**config.mk**
```make
export PLATFORM = sky130hd
export DESIGN_NAME = secb_csr
export DESIGN_NICKNAME = d
export VERILOG_FILES = /design/src/design/secb_pkg.sv /design/src/design/secb_csr.sv
export SDC_FILE = /design/constraint.sdc
export NUM_CORES = 1
export LEC_CHECK = 0
export BUFFER_PORTS_ARGS = -buffer_cell sky130_fd_sc_hd__buf_2
export CORE_UTILIZATION = 28
export CTS_BUF_LIST = sky130_fd_sc_hd__clkbuf_4 sky130_fd_sc_hd__clkbuf_8
export CTS_CLUSTER_DIAMETER = 150
export DETAILED_ROUTE_END_ITERATION = 8
export HOLD_SLACK_MARGIN = 0.15
export MAX_ROUTING_LAYER = met4
export PLACE_DENSITY = 0.56
export SYNTH_ARGS = -nofsm -noshare
export SYNTH_HDL_FRONTEND = slang
export SYNTH_SLANG_ARGS = --single-unit
```
**constraint.sdc**
```tcl
create_clock -name clock -period 3.55 [get_ports clock]
set_input_delay 0.5325 -clock clock [delete_from_list [all_inputs] [get_ports clock]]
set_output_delay 0.5325 -clock clock [all_outputs]
set_load 0.01 [all_outputs]
```
**src/design/secb_pkg.sv**
```systemverilog
// Shared types, constants and codes of the sheared periodic cell boundary.
package secb_pkg;

   localparam int FRAC_BITS      = 16;
   localparam int WORD_BITS      = 32;
   localparam int LEN_BITS       = 31;
   localparam int STEP_BITS      = 17;
   localparam int CSR_INDEX_BITS = 3;
   localparam int SNAP_EPS_INT   = ((1 << FRAC_BITS) + 500) / 1000;

   typedef logic signed [WORD_BITS-1:0]   word_type;
   typedef logic signed [2*WORD_BITS-1:0] prod_type;
   typedef logic [LEN_BITS-1:0]           len_type;
   typedef logic [STEP_BITS-1:0]          step_type;
   typedef logic signed [1:0]             level_type;

   localparam word_type WORD_MAX     = {1'b0, {(WORD_BITS-1){1'b1}}};
   localparam word_type WORD_MIN     = {1'b1, {(WORD_BITS-1){1'b0}}};
   localparam word_type ONE_Q        = word_type'(WORD_BITS'(1) << FRAC_BITS);
   localparam word_type NEG_ONE_Q    = -ONE_Q;
   localparam word_type SNAP_EPS     = word_type'(SNAP_EPS_INT);
   localparam word_type NEG_SNAP_EPS = -SNAP_EPS;

   localparam len_type  CELL_WIDTH_RESET    = len_type'(655360);
   localparam len_type  START_HEIGHT_RESET  = len_type'(655360);
   localparam word_type TARGET_HEIGHT_RESET = word_type'(-1);
   localparam word_type PRESSURE_RESET      = '0;
   localparam len_type  INV_VISC_RESET      = len_type'(65536);
   localparam word_type STRAIN_RATE_RESET   = '0;
   localparam step_type TIME_STEP_RESET     = step_type'(66);

   typedef enum logic [1:0] {
      ACT_TICK    = 2'd0,
      ACT_CONTACT = 2'd1,
      ACT_GRAIN   = 2'd2,
      ACT_NOP     = 2'd3
   } action_type;

   typedef enum logic [CSR_INDEX_BITS-1:0] {
      CSR_CELL_WIDTH    = 3'd0,
      CSR_START_HEIGHT  = 3'd1,
      CSR_TARGET_HEIGHT = 3'd2,
      CSR_PRESSURE      = 3'd3,
      CSR_INV_VISC      = 3'd4,
      CSR_STRAIN_RATE   = 3'd5,
      CSR_TIME_STEP     = 3'd6
   } csr_index_type;

   typedef enum logic [3:0] {
      ST_IDLE,
      ST_NEG,
      ST_VY_MUL,
      ST_VY,
      ST_STEP_MUL,
      ST_HEIGHT,
      ST_VX_MUL,
      ST_VX,
      ST_SHIFT_MUL,
      ST_SHIFT_ADD,
      ST_SHIFT_FOLD,
      ST_FOLD_A,
      ST_WRAP_SHIFT,
      ST_FOLD_B,
      ST_DONE
   } state_type;

   typedef enum logic [1:0] {
      MUL_VY,
      MUL_STEP,
      MUL_VX,
      MUL_SHIFT
   } mul_sel_type;

   typedef enum logic [3:0] {
      OP_NONE,
      OP_LOAD,
      OP_NEG,
      OP_VY,
      OP_HEIGHT,
      OP_VX,
      OP_SHIFT_ADD,
      OP_SHIFT_FOLD,
      OP_FOLD_A,
      OP_WRAP_SHIFT,
      OP_FOLD_B,
      OP_OUT
   } op_type;

   typedef struct packed {
      op_type      op;
      logic        mul_en;
      mul_sel_type mul_sel;
   } cmd_type;

   typedef struct packed {
      logic float_mode;
   } status_type;

   typedef struct packed {
      len_type  cell_width;
      word_type target_height;
      word_type pressure;
      len_type  inv_visc;
      word_type strain_rate;
      step_type time_step;
   } cfg_type;

endpackage

```
**src/design/secb_csr.sv**
```systemverilog
// Configuration register file of the sheared periodic cell boundary.
module secb_csr import secb_pkg::*; (
   input  logic                      clock,
   input  logic                      reset,
   input  logic                      csr_we,
   input  logic [CSR_INDEX_BITS-1:0] csr_index,
   input  word_type                  csr_data,
   output cfg_type                   cfg,
   output logic                      height_load,
   output len_type                   height_value
);

   cfg_type cfg_ff, cfg_in;

   always_comb begin
      cfg_in      = cfg_ff;
      height_load = 1'b0;
      if (csr_we) begin
         unique case (csr_index)
            CSR_CELL_WIDTH:    cfg_in.cell_width    = csr_data[LEN_BITS-1:0];
            CSR_START_HEIGHT:  height_load          = 1'b1;
            CSR_TARGET_HEIGHT: cfg_in.target_height = csr_data;
            CSR_PRESSURE:      cfg_in.pressure      = csr_data;
            CSR_INV_VISC:      cfg_in.inv_visc      = csr_data[LEN_BITS-1:0];
            CSR_STRAIN_RATE:   cfg_in.strain_rate   = csr_data;
            CSR_TIME_STEP:     cfg_in.time_step     = csr_data[STEP_BITS-1:0];
            default: begin
            end
         endcase
      end
   end

   always_ff @(posedge clock) begin
      if (reset) begin
         cfg_ff.cell_width    <= CELL_WIDTH_RESET;
         cfg_ff.target_height <= TARGET_HEIGHT_RESET;
         cfg_ff.pressure      <= PRESSURE_RESET;
         cfg_ff.inv_visc      <= INV_VISC_RESET;
         cfg_ff.strain_rate   <= STRAIN_RATE_RESET;
         cfg_ff.time_step     <= TIME_STEP_RESET;
      end else begin
         cfg_ff <= cfg_in;
      end
   end

   assign cfg          = cfg_ff;
   assign height_value = csr_data[LEN_BITS-1:0];

endmodule

```
==> impl_metrics.yaml, run 1 <==
clocking:
  h-tree-depth: 4
  cts_buffer_depth: 2
  path_clk_slew_ns: 0.11
  post_cts_buffers: 0
  ctsResizeCount: 0
  cts.sinks: 175
  clk_latency_ns: 0.45
  cts_hold_buf: 0
  cts_root_buffer: "clkbuf_8"
  cts_tree: "done"
  cts_buffers: 17
critical_path:
  path_delay_family: "buffers and inverters"
  required_ns: 3.02
  cpPeakStageDelay_ns: 0.27
  worst-path-buf-inv: 2
  rr_startpoint: "cfg[98]"
  crit_path_end_kind: "output port"
  cp_cell_sequence: "buf_2 > nor4bb_1 > buf_2"
  start_kind: "input port"
  crit_slowest_cell: "nor4bb_1"
  worst-setup-path-type: "input port to output port"
  cp_common_cell: "buf_2"
  r2r-end: "cfg[98]"
  ff2ff_setup_slack_ns: 2.90
  crit_fanout: 9
  rr_worst_depth: 2
  worst_ep_arrival_time_ns: 1.15
routing:
  viasPerCell: 4.21
  drc: 0
  totalWireLength_um: 18900
  num_vias: 5106
  drtIter0Drc: 221
  wl_per_cell_um: 15.6
  first_pass_iters: 4
  antenna_left: 0
final_layout:
  area_growth_pct: 23.2
  layout.nets: 908
  layout.area.seq_mm2: 0.00350
  largest_reg_flops: 175
  post-route-util_pct: 35.1
  n_antenna_cell: 0
  multiInputGateArea_mm2: 0.00320
  n_fill_cell: 2636
  drive_above_1_share_pct: 32.7
min_path:
  hold_depth: 3
  holdPathEnd: "cfg[133]"
  hold_path_class: "input port to register"
  min-delay-start: "csr_data[21]"
sta:
  finalCriticalPeriod_ns: 1.68
  worst_slack_ns: 1.87
  report.final.slew_viol_count: 0
  worst_hold_slack_ns: 0.349
  fin_skew_ns: 0
  hold_viol_final: 0
  max_slew_margin_pct: 28.9
  setup_viol: 0
  setup_tns_ns: 0
  tightestPinTransition_ns: 1.07
  max_freq_ghz: 0.596
  rsz0062_at_grt: "false"
  period_share_pct: 47.3
synth:
  synthTopCellsByArea: "dfxtp_1, mux2i_1, nand2b_1, buf_4, nor2_1"
  synth_nets: 717
  ys_ff_latch: 175
  synth_cells: 679
  synth.lib_cells_used.distinct: 16
  ys_warn_count: 0
  avgSynthCellArea_um2: 10.5
  ys_seq_area_share_pct: 48.9
  synth_top_area_share_pct: 48.9
  syn-cell-area_mm2: 0.00716
  synth_top_cell_by_area: "dfxtp_1"
placed_design:
  dpl.hpwl_um: 13000
  dp_slack_ns: 1.41
  place_congestion: 0.758
  port_buffers: 244
pwr:
  power_mw: 3.76
  p_per_area_mw_per_mm2: 426
  p_leak_nw: 4.36
  vdd_drop_max_v: 0.000206
global_routing:
  grt_overflow_total: 0
  gr-usage-all-layers_pct: 14.9
  grt_pass1_wl_um: 28900
  grt_max_degree: 85
  antenna_found_initial: 0
  first_global_vias: 4857
run_status:
  outcome: "complete, no violations"
floorplanning:
  core.rowCount: 58
  start_util_pct: 28.5
  fp.dieW_um: 162
  io_pins: 245
  die_area_mm2: 0.0262
  core_mm2: 0.0251
  die_h_um: 162
job:
  drv_cap: 0
## metrics by stage
step	instance area, µm²	instances
2_1_floorplan	7160	679
3_5_place_dp	8430	1181
6_report	8820	1213
4_1_cts	8820	1213
3_3_place_gp	8430	1181
5_1_grt	8820	1213
## layout make-up
class / count / share of cell area [%]
Tap cell: 330 / 4.68
Multi-Input combinational cell: 423 / 36.3
Timing Repair Buffer: 253 / 14.9
Clock inverter: 14 / 1.60
Sequential cell: 175 / 39.7
Clock buffer: 18 / 2.81
## per-layer routing
layer | part of all wire, % | global-route usage [%] | vias to the layer above
met5 | 0 | - | -
met4 | 1.3 | 4.55 | 0
met3 | 3.6 | 3.19 | 13
met2 | 48 | 24.3 | 130
met1 | 47 | 18.4 | 2391
li1 | - | - | 2572
## synth_stat cells
cell       instances
and4b_1            1
or4b_4             1
clkbuf_1          25
buf_2             15
nand4bb_1          1
nand2b_1         170
clkbuf_2           2
buf_6              2
nor2_1            69
buf_12             1
nor4bb_1           2
buf_4             36
nor4b_1            1
dfxtp_1          175
nand4b_1           3
mux2i_1          175
## report_power, final
group          total [mW]  leakage, nW  switching, mW  internal (mW)
Sequential           2.03         1.42         0.0214           2.01
Combinational       0.339         2.75          0.193          0.146
Clock                1.39        0.189          0.852          0.541
Total                3.76         4.36           1.07           2.69
## cell families (layout without fill, tap and decap cells)
family | Yosys count | in the layout | synth area share (%)
buffers and inverters | 81 | 285 | 6.87
flip-flops | 175 | 175 | 48.9
multiplexers | 175 | 175 | 24.5
AND/OR/NAND/NOR | 248 | 248 | 19.7
## worst register-to-register path: cells and delay by family, from the launching register on
kind | cells | cell delay, ns
simple gates | 1 | 0.06
mux | 1 | 0.14
flops | 1 | 0.37
## worst max path at each step
stage	from	endpoint	slack (ns)	depth (start not counted)
6_report	csr_we	height_load	1.87	3
5_1_grt	csr_we	height_load	1.81	3
4_1_cts	csr_we	height_load	1.87	3
3_5_place_dp	csr_index[2]	cfg[98]	1.41	3
3_3_place_gp	csr_index[2]	cfg[111]	1.51	3
2_1_floorplan	csr_we	height_load	1.88	2
## placed cells by master (no fill, tap or decap), types with 2 or more instances in the layout
cell,netlist,layout
mux2i_1,175,175
nand2b_1,170,170
clkinvlp_4,0,3
nor2_1,69,69
inv_6,0,5
inv_8,0,3
nand4b_1,3,3
buf_12,1,2
clkbuf_8,0,18
clkinv_8,0,2
buf_4,36,8
buf_2,15,243
dfxtp_1,175,175
Power figures use the tool's default switching activity.
==> inputs of run 2 (changes only) <==
==> constraint.sdc (replaced) <==
create_clock -name clock -period 1.7 [get_ports clock]
set_input_delay 0.255 -clock clock [delete_from_list [all_inputs] [get_ports clock]]
set_output_delay 0.255 -clock clock [all_outputs]
set_load 0.01 [all_outputs]
==> run 2 against run 1 <==
  * Sequential power up 110%
  * Power up 110%
  * Flip-flop and latch count unchanged
  * Clock skew unchanged
==> impl_metrics.yaml, run 2 (synthesized netlist as in run 1, its figures left out) <==
run_status:
  outcome: "complete, no violations"
clocking:
  post_cts_buffers: 0
  cts_buffer_depth: 2
  cts_buffers: 17
  cts_tree: "done"
  clk_latency_ns: 0.45
  h-tree-depth: 4
  cts.sinks: 175
  cts_root_buffer: "clkbuf_8"
  path_clk_slew_ns: 0.10
  cts_hold_buf: 32
  ctsResizeCount: 0
placed_design:
  dpl_cell_area_mm2: 0.00867
  port_buffers: 244
  place_congestion: 0.788
  place_inst: 1197
  dpl.hpwl_um: 13700
final_layout:
  fin_cells: 1261
  layout.area.seq_mm2: 0.00350
  drive_above_1_share_pct: 32.8
  finalInstanceArea_mm2: 0.00939
  largest_reg_flops: 175
  n_antenna_cell: 0
  layout.nets: 956
  layout_common_cells: "buf_2, mux2i_1, dfxtp_1, nand2b_1, nor2_1"
  area_growth_pct: 31.2
  multiInputGateArea_mm2: 0.00320
  layout_commonest_cell: "buf_2"
  n_fill_cell: 2566
sta:
  rsz0062_at_grt: "false"
  max_slew_margin_pct: 73.7
  hold_viol_final: 0
  fin_skew_ns: 0
  setup_tns_ns: 0
  report.final.slew_viol_count: 0
  finalCriticalPeriod_ns: 1.34
  tightestPinTransition_ns: 0.394
  max_freq_ghz: 0.744
  period_share_pct: 79.1
  setup_viol: 0
routing:
  drc: 0
  wl_per_cell_um: 15.8
  first_pass_iters: 4
  antenna_left: 0
  drtIter0Drc: 210
  totalWireLength_um: 19900
  num_vias: 5313
  viasPerCell: 4.21
global_routing:
  grt_overflow_total: 0
  gr-usage-all-layers_pct: 15.6
  antenna_found_initial: 0
  grt_max_degree: 35
  first_global_vias: 5162
  grt_pass1_wl_um: 30300
critical_path:
  path_delay_family: "buffers and inverters"
  start_kind: "input port"
  crit_fanout: 3
  worst-path-buf-inv: 3
  cp_common_cell: "buf_2"
  worst_ep_arrival_time_ns: 1.09
  required_ns: 1.44
  cpPeakStageDelay_ns: 0.54
  worst-setup-path-type: "input port to output port"
  crit_path_end_kind: "output port"
  cp_cell_sequence: "dlygate4sd3_1 > buf_2 > buf_2"
  crit_slowest_cell: "dlygate4sd3_1"
floorplanning:
  die_h_um: 162
  core.rowCount: 58
  fp.dieW_um: 162
  io_pins: 245
  die_area_mm2: 0.0262
  core_mm2: 0.0251
  start_util_pct: 28.5
pwr:
  vdd_drop_max_v: 0.000443
  p_leak_nw: 4.63
  power_mw: 8.08
  p_per_area_mw_per_mm2: 860
min_path:
  hold_path_class: "input port to register"
job:
  drv_cap: 0
-- run 2: changes by cell type in the layout (fill, tap and decap cells not counted), sizes merged --
| cell | change |
|---|---|
| clkbuf | -1 |
| buf | +16 |
| dlygate4sd3 | +32 |
| bufinv | +1 |
| clkinvlp | -2 |
| clkinv | +3 |
| inv | -1 |
-- run 2: worst min-delay path, cell delays in order --
cell and delay, ns:
buf_4 0.22, nor2_1 0.12, mux2i_1 0.06
-- run 2: path summary, 6_finish.rpt --
path	start	to	slack [ns]	cells after the start
worst max-delay path	csr_data[0]	height_value[0]	0.36	3
worst min-delay path	reset	cfg[118]	0.25	3
worst max register to register	cfg[12]	cfg[12]	1.05	2
worst min register to register	cfg[95]	cfg[95]	0.47	2
-- run 2: per-stage QoR --
step | setup WS, ns | hold WS (ns) | utilization [%]
after floorplan | 0.319 | 0.422 | -
after CTS | 0.368 | 0.219 | 37.4
after global placement | 0.268 | 0.455 | 34.5
final | 0.356 | 0.248 | 37.4
after global routing | 0.332 | 0.234 | 37.4
after detailed placement | 0.254 | 0.458 | 34.5
-- run 2: layout make-up --
| type | instances | share of cell area, % |
|---|---|---|
| flip-flops and latches | 175 | 37.3 |
| multi-input cells | 423 | 34.1 |
| repair buffers | 301 | 19.9 |
| well taps | 330 | 4.40 |
| clock buffers | 17 | 2.49 |
| clock inverters | 15 | 1.84 |
-- run 2: power by group --
group | internal (mW) | switching [mW]
clock network | 1.24 | 1.79
logic | 0.390 | 0.424
registers | 4.19 | 0.0470
-- run 2: layer usage --
metal | global-route usage (%) | vias up | wire length (µm)
met5 | - | - | 0
li1 | - | 2669 | -
met3 | 3.17 | 10 | 738
met4 | 4.29 | 0 | 186
met1 | 19.6 | 2501 | 9310
met2 | 25.4 | 133 | 9670
