$ cat src/design/secb_pkg.sv
// Shared types, constants and codes of the sheared periodic cell boundary.
package secb_pkg;

   localparam int FRAC_BITS      = 16;
   localparam int WORD_BITS      = 32;
   localparam int LEN_BITS       = 31;
   localparam int STEP_BITS      = 17;
   localparam int CSR_INDEX_BITS = 3;
   localparam int SNAP_EPS_INT   = ((1 << FRAC_BITS) + 500) / 1000;

   typedef logic signed [WORD_BITS-1:0]   word_type;
   typedef logic signed [2*WORD_BITS-1:0] prod_type;
   typedef logic [LEN_BITS-1:0]           len_type;
   typedef logic [STEP_BITS-1:0]          step_type;
   typedef logic signed [1:0]             level_type;

   localparam word_type WORD_MAX     = {1'b0, {(WORD_BITS-1){1'b1}}};
   localparam word_type WORD_MIN     = {1'b1, {(WORD_BITS-1){1'b0}}};
   localparam word_type ONE_Q        = word_type'(WORD_BITS'(1) << FRAC_BITS);
   localparam word_type NEG_ONE_Q    = -ONE_Q;
   localparam word_type SNAP_EPS     = word_type'(SNAP_EPS_INT);
   localparam word_type NEG_SNAP_EPS = -SNAP_EPS;

   localparam len_type  CELL_WIDTH_RESET    = len_type'(655360);
   localparam len_type  START_HEIGHT_RESET  = len_type'(655360);
   localparam word_type TARGET_HEIGHT_RESET = word_type'(-1);
   localparam word_type PRESSURE_RESET      = '0;
   localparam len_type  INV_VISC_RESET      = len_type'(65536);
   localparam word_type STRAIN_RATE_RESET   = '0;
   localparam step_type TIME_STEP_RESET     = step_type'(66);

   typedef enum logic [1:0] {
      ACT_TICK    = 2'd0,
      ACT_CONTACT = 2'd1,
      ACT_GRAIN   = 2'd2,
      ACT_NOP     = 2'd3
   } action_type;

   typedef enum logic [CSR_INDEX_BITS-1:0] {
      CSR_CELL_WIDTH    = 3'd0,
      CSR_START_HEIGHT  = 3'd1,
      CSR_TARGET_HEIGHT = 3'd2,
      CSR_PRESSURE      = 3'd3,
      CSR_INV_VISC      = 3'd4,
      CSR_STRAIN_RATE   = 3'd5,
      CSR_TIME_STEP     = 3'd6
   } csr_index_type;

   typedef enum logic [3:0] {
      ST_IDLE,
      ST_NEG,
      ST_VY_MUL,
      ST_VY,
      ST_STEP_MUL,
      ST_HEIGHT,
      ST_VX_MUL,
      ST_VX,
      ST_SHIFT_MUL,
      ST_SHIFT_ADD,
      ST_SHIFT_FOLD,
      ST_FOLD_A,
      ST_WRAP_SHIFT,
      ST_FOLD_B,
      ST_DONE
   } state_type;

   typedef enum logic [1:0] {
      MUL_VY,
      MUL_STEP,
      MUL_VX,
      MUL_SHIFT
   } mul_sel_type;

   typedef enum logic [3:0] {
      OP_NONE,
      OP_LOAD,
      OP_NEG,
      OP_VY,
      OP_HEIGHT,
      OP_VX,
      OP_SHIFT_ADD,
      OP_SHIFT_FOLD,
      OP_FOLD_A,
      OP_WRAP_SHIFT,
      OP_FOLD_B,
      OP_OUT
   } op_type;

   typedef struct packed {
      op_type      op;
      logic        mul_en;
      mul_sel_type mul_sel;
   } cmd_type;

   typedef struct packed {
      logic float_mode;
   } status_type;

   typedef struct packed {
      len_type  cell_width;
      word_type target_height;
      word_type pressure;
      len_type  inv_visc;
      word_type strain_rate;
      step_type time_step;
   } cfg_type;

endpackage

$ cat src/design/secb_ctrl.sv
// Sequencer that steps the datapath through a tick or a wrap and owns the handshakes.
module secb_ctrl import secb_pkg::*; (
   input  logic       clock,
   input  logic       reset,
   input  logic       req_valid,
   input  logic [1:0] req_action,
   output logic       req_ready,
   output logic       rsp_valid,
   input  logic       rsp_ready,
   input  status_type status,
   output cmd_type    cmd
);

   state_type state_ff, state_in;
   logic      rsp_valid_ff, rsp_valid_in;

   always_comb begin
      state_in     = state_ff;
      cmd          = '{op: OP_NONE, mul_en: 1'b0, mul_sel: MUL_VY};
      rsp_valid_in = rsp_valid_ff && !rsp_ready;
      unique case (state_ff)
         ST_IDLE: begin
            if (req_valid) begin
               cmd.op = OP_LOAD;
               unique case (req_action) inside
                  ACT_TICK:              state_in = status.float_mode ? ST_NEG : ST_VY;
                  ACT_CONTACT, ACT_GRAIN: state_in = ST_FOLD_A;
                  default:               state_in = ST_DONE;
               endcase
            end
         end
         ST_NEG: begin
            cmd.op   = OP_NEG;
            state_in = ST_VY_MUL;
         end
         ST_VY_MUL: begin
            cmd.mul_en  = 1'b1;
            cmd.mul_sel = MUL_VY;
            state_in    = ST_VY;
         end
         ST_VY: begin
            cmd.op   = OP_VY;
            state_in = ST_STEP_MUL;
         end
         ST_STEP_MUL: begin
            cmd.mul_en  = 1'b1;
            cmd.mul_sel = MUL_STEP;
            state_in    = ST_HEIGHT;
         end
         ST_HEIGHT: begin
            cmd.op   = OP_HEIGHT;
            state_in = ST_VX_MUL;
         end
         ST_VX_MUL: begin
            cmd.mul_en  = 1'b1;
            cmd.mul_sel = MUL_VX;
            state_in    = ST_VX;
         end
         ST_VX: begin
            cmd.op   = OP_VX;
            state_in = ST_SHIFT_MUL;
         end
         ST_SHIFT_MUL: begin
            cmd.mul_en  = 1'b1;
            cmd.mul_sel = MUL_SHIFT;
            state_in    = ST_SHIFT_ADD;
         end
         ST_SHIFT_ADD: begin
            cmd.op   = OP_SHIFT_ADD;
            state_in = ST_SHIFT_FOLD;
         end
         ST_SHIFT_FOLD: begin
            cmd.op   = OP_SHIFT_FOLD;
            state_in = ST_DONE;
         end
         ST_FOLD_A: begin
            cmd.op   = OP_FOLD_A;
            state_in = ST_WRAP_SHIFT;
         end
         ST_WRAP_SHIFT: begin
            cmd.op   = OP_WRAP_SHIFT;
            state_in = ST_FOLD_B;
         end
         ST_FOLD_B: begin
            cmd.op   = OP_FOLD_B;
            state_in = ST_DONE;
         end
         ST_DONE: begin
            if (!rsp_valid_ff || rsp_ready) begin
               cmd.op       = OP_OUT;
               rsp_valid_in = 1'b1;
               state_in     = ST_IDLE;
            end
         end
         default: state_in = ST_IDLE;
      endcase
   end

   always_ff @(posedge clock) begin
      if (reset) begin
         state_ff     <= ST_IDLE;
         rsp_valid_ff <= 1'b0;
      end else begin
         state_ff     <= state_in;
         rsp_valid_ff <= rsp_valid_in;
      end
   end

   assign req_ready = (state_ff == ST_IDLE);
   assign rsp_valid = rsp_valid_ff;

endmodule

$ cat config.mk
export PLATFORM = sky130hd
export DESIGN_NAME = secb_ctrl
export DESIGN_NICKNAME = d
export VERILOG_FILES = /design/src/design/secb_pkg.sv /design/src/design/secb_ctrl.sv
export SDC_FILE = /design/constraint.sdc
export NUM_CORES = 1
export LEC_CHECK = 0
export BUFFER_PORTS_ARGS = -buffer_cell sky130_fd_sc_hd__buf_2
export CORE_AREA = 2 2 39 41
export DETAILED_ROUTE_END_ITERATION = 10
export DIE_AREA = 0 0 41 43
export GPL_ROUTABILITY_DRIVEN = 0
export GPL_TIMING_DRIVEN = 0
export PLACE_DENSITY = 0.72
export SLEW_MARGIN = 30
export SYNTH_ARGS = -nofsm -noshare
export SYNTH_HDL_FRONTEND = slang
export SYNTH_SLANG_ARGS = --single-unit
$ cat constraint.sdc
create_clock -name clock -period 1.15 [get_ports clock]
set_input_delay 0.1725 -clock clock [delete_from_list [all_inputs] [get_ports clock]]
set_output_delay 0.1725 -clock clock [all_outputs]
set_load 0.1 [all_outputs]
==> flow_summary.yaml, run 1 <==
synthesis:
  synthFlopType: "dfxtp_1"
  synth-seq-cells: 5
  synth_edf_count: 0
  syn_area_um2: 479.2
  syn_area_per_cell_um2: 7.152
  ys_seq_area_frac: 0.2089
  syn-num-nets: 76
  ys_warn_count: 0
  synth_cell_types: 30
  synth-async-reset-ratio: 0
  syn_inst: 67
sta:
  period_minus_slack_ps: 1587
  max_clock_freq_ghz: 0.6303
  max-slew-margin-rel: 0.7090
  rsz0062_at_grt: "true"
  setup_violations: 12
  worst_pin_slew_ps: 436.4
  skew_ps: 2.953
  layout_setup_ws_ps: -436.5
  hold_violations: 0
  timing.final.crit_share: 1.380
  slew_viol_final: 0
die:
  die_area_um2: 1763
  die_h_um: 43
  die_w_um: 41
  initial_core_util: 0.3463
  pin_count: 16
  rows: 14
  design.core.area_um2: 1384
global_route:
  grt_max_degree: 11
  grt_use_total: 0.2387
  grt-ovfl-total: 0
  grt_pass1_vias: 588
  antenna_found_initial: 0
  grt_first_pass_wirelength_um: 2766
route:
  drt_pass1_iterations: 4
  drtIter0Drc: 10
  via_per_inst: 5.305
  wirelength_um: 1769
  wl_per_cell_um: 14.99
  via_count: 626
  drc: 0
  detail-route-antenna-nets: 0
cells_and_area:
  drive_above_1_share: 0.7451
  nNetsFinal: 112
  final_util: 0.8092
  antenna_cells: 0
  syn2layout_area_growth_pct: 133.7
placement:
  dp_hpwl_um: 971.7
  port_buffers: 15
clocking:
  cts_buffers: 3
  cts_hold_buf: 0
  clkSlewWorstSetupHoldPaths_ps: 40
  cts-htree-levels: 1
  clock_path_buffers: 2
  clkLatencyLatePin_ps: 240
  cts_tree: "yes"
  cts_sinks: 5
  cts_root_buf: "clkbuf_4"
worst_setup_path:
  r2r_slack_ps: -200
  crit_path_end_kind: "output port"
  critical_path_class: "flop to output port"
  critPathLaunchType: "flop"
  worstPathRequired_ps: 980
  cp_max_fo: 4
  critical_path_arrival_ps: 1410
job:
  max-cap-violations: 0
status:
  status: "complete, but fails checks"
  failed_checks: "setup timing"
worst_hold_path:
  hold_class: "input port to flop"
## worst paths after layout
| kind | end | startpoint | depth (start not counted) |
|---|---|---|---|
| max reg2reg | state_ff[3] | state_ff[2] | 4 |
| min | rsp_valid | reset | 2 |
| min reg2reg | rsp_valid | rsp_valid | 2 |
| max | cmd[4] | state_ff[0] | 4 |
## metal layers
metal / GRT usage / share of wire / vias up
met2: 0.3844 / 0.52 / 21
li1: - / - / 304
met4: 0.08667 / 0.032 / 0
met1: 0.2724 / 0.40 / 295
met3: 0.08901 / 0.044 / 6
met5: 0 / 0 / -
## stage by stage
stage	cell area [um2]	setup TNS [ps]	cells	worst slack [ps]	hold WS (ps)
floorplan	646.9	-2825	67	-464.9	231.9
global placement	742.0	-3318	98	-478.1	349.0
detailed placement	742.0	-3467	98	-501.5	355.3
CTS	1056	-3244	116	-419.7	100.9
global route	1120	-4118	118	-484.3	98.04
finish	1120	-3413	118	-436.5	106.6
## critical path, cell delays in order, from the launching register on
cell and delay (ps):
dfxtp_2 350, and2b_2 260, a21o_1 180, a22o_4 230, buf_12 160
## area by class of cell
type	instances	area [um2]
sequential	5	112.6
buffer	5	72.57
timing repair buffer	31	329.1
fill	83	264.0
tap	16	20.02
multi-input combinational	53	540.5
clock buffer	4	26.28
inverter	4	18.77
## placed cells by master, fill, tap and decap left out, types with 2 or more instances in the layout
cell and count:
a21oi_2 3, buf_12 9, buf_2 6, buf_4 13
buf_6 5, buf_8 2, clkbuf_4 4, dfxtp_4 3
ha_1 2, inv_1 3, nand2_2 2, nand2b_4 2
nor2_1 3, nor2_2 2, nor2_4 4, nor2b_4 4
nor3_4 2, o21ai_1 3
## cell families after synthesis
logic type               count (synthesis)  share of synthesized area
XOR/XNOR                                 1                    0.01828
AND/OR/NAND/NOR                         31                     0.3420
buffers and inverters                    9                    0.08877
adder cells (fa/ha/maj)                  2                    0.05221
AO/OA/AOI/OAI                           19                     0.2899
flip-flops                               5                     0.2089
## sequential cells by signal, summed over array words and instances, names as in the netlist
register and cells:
rsp_valid 1, state_ff 4
## cells in the mapped netlist, types with 2 or more instances
cell type	count	area (um2)
nor3_1	3	15.01
a21oi_1	4	20.02
nor2b_1	6	37.54
nor2_1	9	33.78
nand2_1	4	15.01
buf_2	4	20.02
ha_1	2	25.02
inv_1	4	15.01
dfxtp_1	5	100.1
nand2b_1	3	18.77
o21ai_0	4	20.02
## what timing repair did
item	in CTS	in global routing
buffers inserted	14	2
pin swaps	8	3
resized for setup	47	14
endpoints found under the setup margin	13	13
Power of run 1 is not shown: default switching activity piles up to over one toggle a cycle in this logic, so the estimate is an artifact.
==> run 2, diff against run 1 <==
SETUP_SLACK_MARGIN = 0.4   (was default)
SLEW_MARGIN = default   (was 30)
==> flow_summary.yaml, run 2 (synthesis gave the netlist of run 1 again) <==
clocking:
  cts-htree-levels: 1
  clock_path_buffers: 2
  cts_sinks: 5
  cts_buffers: 3
  clkLatencyLatePin_ps: 260
  cts_tree: "yes"
  clkSlewWorstSetupHoldPaths_ps: 50
  cts_root_buf: "clkbuf_4"
worst_setup_path:
  crit_chain: "buf_8 > nand2_2 > a21o_1 > a22o_4 > buf_12"
  path_buf_inv: 2
  slowest_stage: "dfxtp_4"
  critical_path_arrival_ps: 1480
  cp_max_fo: 8
  critical_path_class: "flop to output port"
  critPathLaunchType: "flop"
  crit_path_end_kind: "output port"
  worstPathRequired_ps: 980
  crit_path_max_incr_delay_ps: 380
  cp_top_family: "compound AO/OA/AOI/OAI gates"
job:
  max-cap-violations: 0
placement:
  port_buffers: 15
  pre_cts_slack_ps: -461.0
  placed_area_um2: 743.2
  dp_hpwl_um: 991
cells_and_area:
  final_common_cell: "buf_4"
  final_cell_area_um2: 1330
  top_register: "state_ff"
  syn2layout_area_growth_pct: 177.5
  final_util: 0.9611
  antenna_cells: 0
  most-common-layout-cells: "buf_4, buf_12, buf_6"
  nNetsFinal: 123
  drive_above_1_share: 0.8319
  largest_reg_flops: 4
route:
  via_per_inst: 6.070
  drtIter0Drc: 35
  drt_pass1_iterations: 4
  drc: 0
  wl_per_cell_um: 23.30
  detail-route-antenna-nets: 0
  wirelength_um: 3006
  via_count: 783
sta:
  timing.final.crit_share: 1.434
  worst_pin_slew_ps: 475.4
  period_minus_slack_ps: 1649
  layout_setup_ws_ps: -498.8
  setup_violations: 12
  rsz0062_at_grt: "true"
  max-slew-margin-rel: 0.6830
  hold_ws_ps: 164.3
  max_clock_freq_ghz: 0.6065
  skew_ps: 2.207
  slew_viol_final: 0
  hold_violations: 0
die:
  die_area_um2: 1763
  initial_core_util: 0.3463
  design.core.area_um2: 1384
  pin_count: 16
  die_w_um: 41
  rows: 14
  die_h_um: 43
worst_hold_path:
  hold_class: "input port to flop"
global_route:
  grt_use_total: 0.2335
  grt_first_pass_wirelength_um: 2725
  grt_max_degree: 11
  antenna_found_initial: 0
  grt-ovfl-total: 0
  grt_pass1_vias: 608
status:
  status: "complete, but fails checks"
  failed_checks: "setup timing"
## run 2: cell count changes in the layout (fill, tap and decap cells not counted), moves of 2 or more
cell,previous run,this run
buf_6,5,10
o21ai_1,3,0
o21ai_2,0,3
buf_12,9,11
buf_4,13,15
buf_8,2,4
## run 2: layout make-up
| cell class | instances | area, um2 |
|---|---|---|
| buffer | 5 | 85.08 |
| sequential | 5 | 116.4 |
| clock buffer | 4 | 26.28 |
| fill | 30 | 53.80 |
| tap | 16 | 20.02 |
| multi-input combinational | 53 | 588.1 |
| timing repair buffer | 42 | 475.5 |
| inverter | 4 | 18.77 |
## run 2: worst paths after layout
path,to,cells past startpoint,slack [ps],from
setup reg to reg,state_ff[0],6,-340,state_ff[3]
setup / recovery,cmd[4],5,-500,state_ff[2]
hold reg to reg,state_ff[0],3,690,state_ff[0]
hold / removal,rsp_valid,2,160,reset
## run 2: routing by layer
layer,GRT usage,part of all wire
met1,0.2907,0.37
met4,0.05333,0.053
met5,0,0
met2,0.3625,0.47
met3,0.09424,0.11
## run 2: worst register-to-register path: cells and delay by family (launching register included)
kind	cells	cell delay, ps
DFF	1	330
AOI/OAI and AO/OA	3	700
buffers and inverters	3	340
## run 2: per-stage QoR
stage          TNS (ps)  instances
6_report          -4504        129
5_1_grt           -4746        129
4_1_cts           -3379        117
3_5_place_dp      -3411         98
3_3_place_gp      -3251         98
2_1_floorplan     -2786         67
## run 2: timing repair
item	in CTS	in global routing
hold buffers	0	0
buffers inserted	15	10
pin swaps	5	4
gates resized for setup	63	25
cloned	0	2
setup endpoints to repair	14	14
Power of run 2 is left out for the same reason.
==> run 3, diff against run 2 <==
PLACE_DENSITY = 0.75   (was 0.72)
==> flow_summary.yaml, run 3 (synthesis gave the netlist of run 1 again) <==
sta:
  setup_violations: 12
  max_clock_freq_ghz: 0.6207
  tns_ps: -4016
  rsz0062_at_grt: "true"
  max-slew-margin-rel: 0.6649
  period_minus_slack_ps: 1611
  layout_setup_ws_ps: -461.2
  hold_ws_ps: 148.9
  skew_ps: 7.339
  worst_pin_slew_ps: 495.7
  timing.final.crit_share: 1.401
  slew_viol_final: 0
  hold_violations: 0
global_route:
  antenna_found_initial: 0
  grt_first_pass_wirelength_um: 2946
  grt-ovfl-total: 0
  grt_use_total: 0.2460
  grt_pass1_vias: 678
  grt_max_degree: 10
worst_setup_path:
  reg2reg_from: "state_ff[1]"
  timing.rr.end: "state_ff[0]"
  crit_path_end_kind: "output port"
  setup.worst_path.end: "cmd[4]"
  setup.worst_path.start: "state_ff[0]"
  cp_max_fo: 4
  r2r_cells: 5
  critPathLaunchType: "flop"
  critical_path_class: "flop to output port"
  critical_path_arrival_ps: 1440
  worstPathRequired_ps: 980
  r2r_slack_ps: -280
job:
  max-cap-violations: 0
die:
  die_w_um: 41
  initial_core_util: 0.3463
  design.core.area_um2: 1384
  die_h_um: 43
  pin_count: 16
  die_area_um2: 1763
  rows: 14
route:
  drtIter0Drc: 22
  via_per_inst: 5.622
  drt_pass1_iterations: 4
  drc: 0
  wirelength_um: 2405
  detail-route-antenna-nets: 0
  wl_per_cell_um: 18.94
  via_count: 714
worst_hold_path:
  hold_class: "input port to flop"
clocking:
  cts_tree: "yes"
  clkLatencyLatePin_ps: 240
  cts_sinks: 5
  cts_hold_buf: 0
  clkSlewWorstSetupHoldPaths_ps: 50
  cts-htree-levels: 1
  clock_path_buffers: 2
  cts_buffers: 3
  cts_root_buf: "clkbuf_4"
cells_and_area:
  multi_input_area_um2: 566.8
  drive_above_1_share: 0.7838
  final_cell_area_um2: 1249
  syn2layout_area_growth_pct: 160.6
  largest_reg_flops: 4
  nNetsFinal: 121
  final_common_cell: "buf_4"
  antenna_cells: 0
  seqCellArea_um2: 115.1
  top_register: "state_ff"
  most-common-layout-cells: "buf_4, buf_12, buf_2"
  num-fill-cells: 59
placement:
  placed_area_um2: 743.2
  port_buffers: 15
  dp_hpwl_um: 1039
status:
  status: "complete, but fails checks"
  failed_checks: "setup timing"
run 3: changes by cell type in the layout (fill, tap and decap cells not counted), moves of 2 or more:
cell     previous run  this run
nand2_4             0         2
o21ai_1             0         3
buf_6              10         5
nand2_2             3         1
buf_4              15        20
o21ai_2             3         1
run 3: stage by stage:
stage | worst slack (ps) | utilization | cells
floorplan | -464.9 | - | 67
CTS | -431.6 | 0.8038 | 117
detailed placement | -467.7 | 0.5371 | 98
finish | -461.2 | 0.9024 | 127
global route | -489.7 | 0.9024 | 127
global placement | -471.0 | 0.5371 | 98
run 3: timing repair:
action                                  CTS  global route
buffers inserted                         15            10
pin swaps                                 7             5
endpoints found under the setup margin   14            14
resized for setup                        61            13
run 3: worst min path at each step:
stage | startpoint | end | slack [ps] | cells past startpoint
6_report | reset | rsp_valid | 150 | 2
5_1_grt | reset | rsp_valid | 140 | 2
4_1_cts | reset | rsp_valid | 110 | 2
2_1_floorplan | reset | rsp_valid | 230 | 1
3_5_place_dp | reset | rsp_valid | 360 | 2
3_3_place_gp | reset | rsp_valid | 360 | 2
run 3: final cells by class:
class / instances / share of cell area
repair buffers: 40 / 0.3367
multi-input cells: 53 / 0.4539
clock buffers: 4 / 0.02104
flip-flops and latches: 5 / 0.09218
inverters: 4 / 0.01503
plain buffers: 5 / 0.06513
well taps: 16 / 0.01603
run 3: metal layers:
| metal | routed length, um | vias up | global-route usage |
|---|---|---|---|
| met1 | 924 | 352 | 0.2797 |
| met5 | 0 | - | 0 |
| met2 | 1296 | 31 | 0.4094 |
| li1 | - | 323 | - |
| met4 | 64 | 0 | 0.1000 |
| met3 | 120 | 8 | 0.06283 |
run 3: critical path, stage by stage, from the launching register on:
cell     delay [ps]
dfxtp_4         360
and2b_2         250
a21o_1          200
a22o_4          220
buf_12          160
Power of run 3 is left out for the same reason.
